==> src/rtl/core/assert_macros.svh <==
// Assertion helpers used by cssp_ctrl.
`ifndef ASSERT_MACROS_SVH
`define ASSERT_MACROS_SVH

`ifndef SYNTH
`define ASSERT_IMP(lbl, ck, rstn, ante, cons) \
	lbl: assert property (@(posedge ck) disable iff (!(rstn)) (ante) |-> (cons)) \
		else $error("same-cycle check failed");
`define ASSERT_NXT(lbl, ck, rstn, ante, cons) \
	lbl: assert property (@(posedge ck) disable iff (!(rstn)) (ante) |=> (cons)) \
		else $error("next-cycle check failed");
`else
`define ASSERT_IMP(lbl, ck, rstn, ante, cons)
`define ASSERT_NXT(lbl, ck, rstn, ante, cons)
`endif

`endif

==> src/rtl/core/cssp_pkg.sv <==
`timescale 1ns / 1ps

package cssp_pkg;

	localparam int COORD_W = 16;
	localparam int MAX_STEPS = 16;

	// largest L with 2^L <= MAX_STEPS
	localparam int STEPS_LOG2_MAX = $clog2(MAX_STEPS + 1) - 1;
	localparam int CNT_W = (STEPS_LOG2_MAX > 0) ? STEPS_LOG2_MAX : 1;

	localparam int COEF_W = COORD_W + 5;
	localparam int ACC_W = COORD_W + 7 + 3 * STEPS_LOG2_MAX;
	localparam int M_W = COORD_W + 7;

	// floor(u / 3) as (u * RCP) >> RCP_K, exact for u < 2^M_W
	localparam int RCP_K = M_W + 2;
	localparam logic [RCP_K-1:0] RCP = RCP_K'(((64'd1 << RCP_K) + 64'd2) / 64'd3);
	localparam int PROD_W = M_W + RCP_K;
	localparam logic [M_W-1:0] DIV3_BIAS = M_W'(3) << (COORD_W + 4);
	localparam logic [M_W-1:0] DIV3_OFFS = M_W'(1) << (COORD_W + 4);

	localparam logic signed [M_W-1:0] SAT_HI = M_W'((64'sd1 <<< (COORD_W - 1)) - 64'sd1);
	localparam logic signed [M_W-1:0] SAT_LO = M_W'(-(64'sd1 <<< (COORD_W - 1)));

	localparam int CFG_IDX_W = 2;
	localparam int CFG_DATA_W = 8;
	localparam logic [CFG_IDX_W-1:0] REG_USE_BSPLINE = 2'd0;
	localparam logic [CFG_IDX_W-1:0] REG_STEPS_LOG2 = 2'd1;
	localparam logic [2:0] STEPS_LOG2_RESET = 3'd4;
	localparam logic [1:0] HELD_FULL = 2'd3;

	typedef enum logic [1:0] {
		ST_IDLE,
		ST_INIT,
		ST_RUN
	} state_t;

	typedef struct packed {
		logic signed [COORD_W-1:0] point_x;
		logic signed [COORD_W-1:0] point_z;
	} point_t;

	typedef struct packed {
		logic signed [COORD_W-1:0] sample_x;
		logic signed [COORD_W-1:0] sample_z;
		logic segment_end;
	} sample_t;

	typedef struct packed {
		logic shift;
		logic load;
		logic init;
		logic step;
		logic last;
		logic bspline;
		logic [2:0] steps;
	} cmd_t;

	typedef struct packed {
		logic adv;
	} status_t;

endpackage

==> src/rtl/core/cubic_spline_segment_sampler.sv <==
// Cubic spline segment sampler.
// Control points arrive as requests on point_valid/point_ready (signed Q8.8
// x and z). The first three points only fill the window. Each later point
// closes a segment and yields 2^steps_log2 samples (capped at 16) on
// sample_valid/sample_ready, in order of u, with segment_end on the last.
// Configuration goes over cfg_valid/cfg_ready: index 0 is use_bspline
// (0 Catmull-Rom, 1 uniform B-spline), index 1 is steps_log2. Write only
// while no segment is in flight; cfg_ready is always high.
// After a segment point is taken, the sequencer passes ST_INIT, then steps
// in ST_RUN once per sample; a window-fill point leaves it in ST_IDLE. The
// rate is set by the single forward-difference engine per coordinate,
// which produces one sample per cycle unless sample_ready stalls it.
// A stalled sample_ready freezes the 3-stage output pipeline and the
// difference engine; nothing is dropped. The next point can be taken as
// soon as the last sample has entered the pipeline.
// Reset clears the window and point count, selects Catmull-Rom and sets
// steps_log2 to 4.
`timescale 1ns / 1ps

module cubic_spline_segment_sampler (
	input logic clk,
	input logic arst_n,
	input logic point_valid,
	output logic point_ready,
	input cssp_pkg::point_t point,
	output logic sample_valid,
	input logic sample_ready,
	output cssp_pkg::sample_t sample,
	input logic cfg_valid,
	output logic cfg_ready,
	input logic [cssp_pkg::CFG_IDX_W-1:0] cfg_index,
	input logic [cssp_pkg::CFG_DATA_W-1:0] cfg_data
);
	import cssp_pkg::*;

	cmd_t cmd;
	status_t status;

	cssp_ctrl u_ctrl (
		.clk(clk),
		.arst_n(arst_n),
		.point_valid(point_valid),
		.point_ready(point_ready),
		.cfg_valid(cfg_valid),
		.cfg_ready(cfg_ready),
		.cfg_index(cfg_index),
		.cfg_data(cfg_data),
		.cmd(cmd),
		.status(status)
	);

	cssp_datapath u_datapath (
		.clk(clk),
		.arst_n(arst_n),
		.cmd(cmd),
		.status(status),
		.point(point),
		.sample_valid(sample_valid),
		.sample_ready(sample_ready),
		.sample(sample)
	);

endmodule

==> src/rtl/core/cssp_coord.sv <==
`timescale 1ns / 1ps

module cssp_coord (
	input logic clk,
	input cssp_pkg::cmd_t cmd,
	input logic adv,
	input logic signed [cssp_pkg::COORD_W-1:0] p0,
	input logic signed [cssp_pkg::COORD_W-1:0] p1,
	input logic signed [cssp_pkg::COORD_W-1:0] p2,
	input logic signed [cssp_pkg::COORD_W-1:0] p3,
	output logic signed [cssp_pkg::COORD_W-1:0] result
);
	import cssp_pkg::*;

	logic signed [COEF_W-1:0] e0, e1, e2, e3, t_bs, dc;
	logic signed [COEF_W-1:0] a_n, b_n, c_n, d_n;
	logic signed [COEF_W-1:0] a_q, b_q, c_q, d_q;
	logic signed [ACC_W-1:0] ax, bx, cx, dx, a6;
	logic signed [ACC_W-1:0] acc_q, d1_q, d2_q, d3_q;
	logic signed [ACC_W-1:0] bias, rsum, rsh;
	logic [4:0] s2, s3;
	logic signed [M_W-1:0] m_s1, m_s2, quo, qsel;
	logic [M_W-1:0] u_n;
	logic [PROD_W-1:0] prod_s2;
	logic signed [COORD_W-1:0] sat_n, res_s3;

	assign e0 = COEF_W'(p0);
	assign e1 = COEF_W'(p1);
	assign e2 = COEF_W'(p2);
	assign e3 = COEF_W'(p3);
	assign t_bs = e0 - (e1 <<< 1) + e2;
	assign dc = e2 - e0;

	// cubic coefficients of the segment, scaled to integers
	always_comb begin
		a_n = e3 - e0 + ((e1 - e2) <<< 1) + (e1 - e2);
		if (cmd.bspline) begin
			b_n = t_bs + (t_bs <<< 1);
			c_n = dc + (dc <<< 1);
			d_n = e0 + (e1 <<< 2) + e2;
		end else begin
			b_n = (e0 <<< 1) - (e1 <<< 2) - e1 + (e2 <<< 2) - e3;
			c_n = dc;
			d_n = e1 <<< 1;
		end
	end

	always_ff @(posedge clk) begin
		if (cmd.load) begin
			a_q <= a_n;
			b_q <= b_n;
			c_q <= c_n;
			d_q <= d_n;
		end
	end

	assign s2 = {1'b0, cmd.steps, 1'b0};
	assign s3 = s2 + {2'b00, cmd.steps};
	assign ax = ACC_W'(a_q);
	assign bx = ACC_W'(b_q);
	assign cx = ACC_W'(c_q);
	assign dx = ACC_W'(d_q);
	assign a6 = (ax <<< 2) + (ax <<< 1);

	// forward differences of the numerator polynomial in j
	always_ff @(posedge clk) begin
		if (cmd.init) begin
			acc_q <= dx <<< s3;
			d1_q <= ax + (bx <<< cmd.steps) + (cx <<< s2);
			d2_q <= a6 + ((bx <<< cmd.steps) <<< 1);
			d3_q <= a6;
		end else if (cmd.step && adv) begin
			acc_q <= acc_q + d1_q;
			d1_q <= d1_q + d2_q;
			d2_q <= d2_q + d3_q;
		end
	end

	// round half up: add half the denominator, drop the power-of-two part
	assign bias = (cmd.bspline ? ACC_W'(3) : ACC_W'(1)) <<< s3;
	assign rsum = acc_q + bias;
	assign rsh = rsum >>> (s3 + 5'd1);
	assign u_n = M_W'(m_s1) + DIV3_BIAS;
	assign quo = M_W'(prod_s2 >> RCP_K) - DIV3_OFFS;
	assign qsel = cmd.bspline ? quo : m_s2;

	always_comb begin
		if (qsel > SAT_HI) begin
			sat_n = SAT_HI[COORD_W-1:0];
		end else if (qsel < SAT_LO) begin
			sat_n = SAT_LO[COORD_W-1:0];
		end else begin
			sat_n = qsel[COORD_W-1:0];
		end
	end

	always_ff @(posedge clk) begin
		if (adv) begin
			m_s1 <= rsh[M_W-1:0];
			m_s2 <= m_s1;
			prod_s2 <= PROD_W'(u_n) * PROD_W'(RCP);
			res_s3 <= sat_n;
		end
	end

	assign result = res_s3;

endmodule

==> src/rtl/core/cssp_datapath.sv <==
`timescale 1ns / 1ps

module cssp_datapath (
	input logic clk,
	input logic arst_n,
	input cssp_pkg::cmd_t cmd,
	output cssp_pkg::status_t status,
	input cssp_pkg::point_t point,
	output logic sample_valid,
	input logic sample_ready,
	output cssp_pkg::sample_t sample
);
	import cssp_pkg::*;

	logic signed [COORD_W-1:0] wx_q [3];
	logic signed [COORD_W-1:0] wz_q [3];
	logic vld_s1, vld_s2, vld_s3;
	logic last_s1, last_s2, last_s3;
	logic adv;
	logic signed [COORD_W-1:0] rx, rz;

	// hold the whole pipeline while the output register is full and stalled
	assign adv = !vld_s3 || sample_ready;
	assign status.adv = adv;

	always_ff @(posedge clk or negedge arst_n) begin
		if (!arst_n) begin
			for (int i = 0; i < 3; i++) begin
				wx_q[i] <= '0;
				wz_q[i] <= '0;
			end
		end else if (cmd.shift) begin
			wx_q[0] <= wx_q[1];
			wx_q[1] <= wx_q[2];
			wx_q[2] <= point.point_x;
			wz_q[0] <= wz_q[1];
			wz_q[1] <= wz_q[2];
			wz_q[2] <= point.point_z;
		end
	end

	always_ff @(posedge clk or negedge arst_n) begin
		if (!arst_n) begin
			vld_s1 <= 1'b0;
			vld_s2 <= 1'b0;
			vld_s3 <= 1'b0;
		end else if (adv) begin
			vld_s1 <= cmd.step;
			vld_s2 <= vld_s1;
			vld_s3 <= vld_s2;
		end
	end

	always_ff @(posedge clk) begin
		if (adv) begin
			last_s1 <= cmd.last;
			last_s2 <= last_s1;
			last_s3 <= last_s2;
		end
	end

	cssp_coord u_coord_x (
		.clk(clk),
		.cmd(cmd),
		.adv(adv),
		.p0(wx_q[0]),
		.p1(wx_q[1]),
		.p2(wx_q[2]),
		.p3(point.point_x),
		.result(rx)
	);

	cssp_coord u_coord_z (
		.clk(clk),
		.cmd(cmd),
		.adv(adv),
		.p0(wz_q[0]),
		.p1(wz_q[1]),
		.p2(wz_q[2]),
		.p3(point.point_z),
		.result(rz)
	);

	assign sample_valid = vld_s3;
	assign sample.sample_x = rx;
	assign sample.sample_z = rz;
	assign sample.segment_end = last_s3;

endmodule

==> src/rtl/core/cssp_ctrl.sv <==
`timescale 1ns / 1ps
`include "assert_macros.svh"

module cssp_ctrl (
	input logic clk,
	input logic arst_n,
	input logic point_valid,
	output logic point_ready,
	input logic cfg_valid,
	output logic cfg_ready,
	input logic [cssp_pkg::CFG_IDX_W-1:0] cfg_index,
	input logic [cssp_pkg::CFG_DATA_W-1:0] cfg_data,
	output cssp_pkg::cmd_t cmd,
	input cssp_pkg::status_t status
);
	import cssp_pkg::*;

	state_t state_q, state_n;
	logic [1:0] held_q;
	logic [CNT_W-1:0] cnt_q, cnt_last;
	logic bspline_q;
	logic [2:0] steps_q, steps_eff;

	assign steps_eff = (steps_q > 3'(STEPS_LOG2_MAX)) ? 3'(STEPS_LOG2_MAX) : steps_q;
	assign cnt_last = CNT_W'((32'd1 << steps_eff) - 32'd1);
	assign cfg_ready = 1'b1;

	always_ff @(posedge clk or negedge arst_n) begin
		if (!arst_n) begin
			state_q <= ST_IDLE;
			held_q <= '0;
			cnt_q <= '0;
			bspline_q <= 1'b0;
			steps_q <= STEPS_LOG2_RESET;
		end else begin
			state_q <= state_n;
			if (cmd.shift && held_q != HELD_FULL) begin
				held_q <= held_q + 2'd1;
			end
			if (cmd.init) begin
				cnt_q <= '0;
			end else if (cmd.step) begin
				cnt_q <= cnt_q + 1'b1;
			end
			if (cfg_valid) begin
				case (cfg_index)
					REG_USE_BSPLINE: bspline_q <= cfg_data[0];
					REG_STEPS_LOG2: steps_q <= cfg_data[2:0];
					default: ;
				endcase
			end
		end
	end

	always_comb begin
		state_n = state_q;
		point_ready = 1'b0;
		cmd = '0;
		cmd.bspline = bspline_q;
		cmd.steps = steps_eff;
		cmd.last = (cnt_q == cnt_last);
		case (state_q)
			ST_IDLE: begin
				point_ready = 1'b1;
				if (point_valid) begin
					cmd.shift = 1'b1;
					// a full window plus the new point spans one segment
					if (held_q == HELD_FULL) begin
						cmd.load = 1'b1;
						state_n = ST_INIT;
					end
				end
			end
			ST_INIT: begin
				cmd.init = 1'b1;
				state_n = ST_RUN;
			end
			ST_RUN: begin
				if (status.adv) begin
					cmd.step = 1'b1;
					if (cmd.last) begin
						state_n = ST_IDLE;
					end
				end
			end
			default: state_n = ST_IDLE;
		endcase
	end

	`ASSERT_IMP(a_load_full, clk, arst_n, cmd.load, held_q == HELD_FULL)
	`ASSERT_NXT(a_last_idle, clk, arst_n, cmd.step && cmd.last, state_q == ST_IDLE)
	`ASSERT_IMP(a_cnt_range, clk, arst_n, state_q == ST_RUN, cnt_q <= cnt_last)
	`ASSERT_NXT(a_init_clear, clk, arst_n, state_q == ST_INIT, cnt_q == '0)

endmodule
==> config.mk <==
export PLATFORM = sky130hd
export DESIGN_NAME = cubic_spline_segment_sampler
export DESIGN_NICKNAME = d
export VERILOG_FILES = /design/src/rtl/core/cssp_pkg.sv /design/src/rtl/core/cubic_spline_segment_sampler.sv /design/src/rtl/core/cssp_coord.sv /design/src/rtl/core/cssp_datapath.sv /design/src/rtl/core/cssp_ctrl.sv
export VERILOG_INCLUDE_DIRS = /design/src /design/src/rtl/core
export SDC_FILE = /design/constraint.sdc
export NUM_CORES = 2
export LEC_CHECK = 0
export BUFFER_PORTS_ARGS = -buffer_cell sky130_fd_sc_hd__buf_2
export CORE_MARGIN = 8
export CORE_UTILIZATION = 50
export DETAILED_ROUTE_END_ITERATION = 12
export PLACE_DENSITY_LB_ADDON = 0.12
export SYNTH_ARGS = -nofsm -noshare
export SYNTH_HDL_FRONTEND = slang
export SYNTH_SLANG_ARGS = --single-unit
export TNS_END_PERCENT = 100
==> constraint.sdc <==
create_clock -name clk -period 23.2 [get_ports clk]
set_clock_uncertainty 0.15 [all_clocks]
set_input_delay 0 -clock clk [delete_from_list [all_inputs] [get_ports clk]]
set_output_delay 0 -clock clk [all_outputs]
set_load 0.01 [all_outputs]
==> summary.md <==
| Metric | Value |
|---|---|
| Outcome | finished, final reports clean |
| XOR/XNOR share of the synthesized area | 6.09% |
| Post-cts sizing count | 0 |
| Core ar. | 174000 um^2 |
| Core Rows | 153 |
| Cts bufs inserted | 88 |
| CP endpoint kind | register |
| Final design utilization | 54.2% |
| Starting Density | just over 50% |
| Fmax | roughly 110 MHz |
| Max-cap violations | 0 |
| Synth cell types | around 110 |
| Detailed Routing Iterations Pass 1 | 5 |
| Hold Buf Count CTS | a little over 90 |
| Area Growth Syn to Fin | 7.68% |
| Dpl ws | 14.08 ns |
| Hold Vio Cnt, Final | 0 |
| First-pass GRT wire length | 383000 um |
| Maximum fanout along the worst path | 60 |
| Fraction of the mapped netlist area in adder cells | between 20% and 30% |
| CP max stage delay | 0.81 ns |
| Minimum clock period | 9.38 ns |
| Post-route ant nets | 0 |
| Number of nets in the final layout | 11300 |
| Critical path launch point type | register |
| Mean Syn Cell Area | 9.19 um^2 |
| RSZ-0062 raised after global routing | no |
| CTS tree | yes |
| Clk_lat worst skew | 0.75 ns |
| Sequential share of the synthesized area | 23.2% |
| Compound-cell area share of the yosys netlist | 17.7% |
| Synth Instances | around 9500 |
| Grt ovf | 0 |
| Hpwl dp | 195000 um |
| GPL Wtd Cong | 0.928 |
| DRC Markers | 0 |
| Setup TNS | 0 ns |
| CP Cell Sequence | inv_2 > buf_4 > nand2_4 > inv_2 > ha_1 > ha_2 > nand2_1 > o22ai_1 > ha_1 > a21o_1 > a211oi_1 > o2bb2ai_1 > a211o_1 > a21boi_0 > a2111oi_0 > nor2_1 > a32oi_1 > mux2i_1 > a21oi_1 > o2bb2ai_1 |
| Layout cells sized above 1 | 5.38% |
| Top cells by area, synth | edfxtp_1, ha_1, fa_1 |
| Clock sinks | 694 |
| Die span in y | ~430 um |
| Arr. time, crit path | 9.73 ns |
| Routed Wire Length | 242000 um |
| Slew Viols, Final | 0 |
| Final WS setup | 13.82 ns |
| Ys flop type | edfxtp_1 |
| Worst-Margin Slew | between 1 and 1.5 ns |
| Crit Path Category | register to register |
| WL per Instance | 20.3 um |
| Synth top area share | 20.0% |
| Hold Path Class | input port to register |
| Die area | 189000 um^2 |
| DR vias | ~70000 |
| Most common cell after layout, fill and taps aside | inv_1 |
| # diodes | 0 |
| Die width | 434 um |
| Relative slew slack | 24.1% |
| Initial antenna violation count | 0 |
| Bufs on Longest Clock Path | 3 |
| Post-synth ARST share | 16.0% |
| Commonest non-fill, non-tap cells in the layout | inv_1, ha_1, nand2_1 |
| Initial DRC count | ~4500 |
| Post-Syn Area | 87500 um^2 |
| Crit share post-route | 40.4% |
| Critical Path RT | 23.55 ns |
| Largest area contributor in the netlist | edfxtp_1 |
| Number of global-route vias before repair | 69500 |
| Max H-tree Level | 3 |
| Synth Area in Simple Gates | 12.0% |
| IO Port Bufs | 76 |
| Largest family of logic cells by synthesized area | adder cells |
| Final Setup Violations | 0 |
| Yosys warns | 0 |
| Post-synth EDFFs | 583 |
| Multiplexer share of the synthesized area | ~5.2% |
| Setup Fix Bufs, Post-CTS | 0 |
| Drt via density | 5.82 |
| Io pins | 83 |
| Fill cell count | ~16000 |
| Largest net degree at the start of global routing | 144 |
| CTS root buffer | clkbuf_16 |
| Post-synthesis register bit count | 694 |
| Clock transition at path regs | 0.05 ns |
| Cell at the slowest stage of the critical path | ha_2 |
| Tot GR Track Use | 25.3% |
==> registers in the layout, summed over array words and instances, names as in the netlist, 21 cells and up <==
name / cells
u_datapath.u_coord_x.m_s1: 23
u_datapath.u_coord_z.acc_q: 35
u_datapath.u_coord_z.m_s1: 23
u_datapath.u_coord_x.d3_q: 22
u_datapath.wx_q: 48
u_datapath.u_coord_z.d2_q: 34
u_datapath.u_coord_z.d3_q: 22
u_datapath.u_coord_x.d2_q: 34
u_datapath.u_coord_x.acc_q: 35
u_datapath.u_coord_z.m_s2: 23
u_datapath.u_coord_z.b_q: 21
u_datapath.u_coord_x.b_q: 21
u_datapath.u_coord_x.d1_q: 35
u_datapath.u_coord_x.prod_s2: 22
u_datapath.u_coord_z.prod_s2: 22
u_datapath.u_coord_z.d1_q: 35
u_datapath.u_coord_x.m_s2: 23
u_datapath.wz_q: 48
==> layout make-up <==
class / instances / area (um^2) / share of cell area [%]
multi-input combinational: 7381 / 61900 / 65.7
inverter: 1159 / 4370 / 4.64
sequential: 694 / 20300 / 21.6
tap: 2325 / 2910 / 3.09
clock inverter: 64 / 773 / 0.821
clock buffer: 102 / 2290 / 2.43
timing repair buffer: 217 / 1680 / 1.79
==> cells in the mapped netlist (96+ instances only) <==
cell,instances
a211oi_1,135
ha_1,1103
mux2_2,96
o21ai_0,585
fa_1,602
nor3_1,178
nand2_1,764
mux2i_1,272
nand2b_1,102
a21oi_1,620
nor2_1,582
dfrtp_1,110
inv_1,1158
xnor2_1,408
nand3_1,173
edfxtp_1,583
xor2_1,200
clkbuf_1,219
o21a_1,98
a21o_1,257
==> critical path: cells and delay by family, from the launching register on <==
family / cells / cell delay [ns]
compound gates: 10 / 3.94
fa+ha+maj: 3 / 1.51
buf+inv: 3 / 1.62
flops: 1 / 0.57
mux: 1 / 0.21
simple gates: 3 / 1.06
==> per-stage QoR <==
stage	cell area (um^2)	hold WS (ns)	std cells
finish	94200	0.103	11900
global route	94200	0.0816	11900
CTS	94200	0.0501	11900
detailed placement	90200	-0.256	11700
global placement	90200	-0.258	11700
floorplan	87500	-0.446	9518
==> worst paths after layout <==
check,start,to,slack (ns),depth (start not counted)
max,u_ctrl.steps_q[2],u_datapath.u_coord_x.m_s1[5],13.82,20
min,point_valid,u_ctrl.state_q[0],0.10,3
max reg2reg,u_ctrl.steps_q[2],u_datapath.u_coord_x.m_s1[5],13.82,20
min reg2reg,u_datapath.last_s1,u_datapath.last_s2,0.27,0
max in group asynchronous,arst_n,u_datapath.wz_q[32],20.93,5
min in group asynchronous,arst_n,u_datapath.wx_q[28],0.36,4
==> cell families after synthesis <==
family / after synthesis
AO/OA/AOI/OAI: 2405
XOR/XNOR: 608
adder cells (fa/ha/maj): 1705
buffers and inverters: 1443
flip-flops: 694
multiplexers: 402
other: 2
AND/OR/NAND/NOR: 2258
==> per-layer routing <==
layer	up-vias	wire length [um]	global-route usage (%)
li1	33700	-	-
met1	33800	110000	34.6
met2	1643	113000	42.4
met3	361	11600	2.89
met4	0	7610	7.16
met5	-	0	0
Power is not shown: default switching activity piles up to over one toggle a cycle in this logic, so the estimate is an artifact.
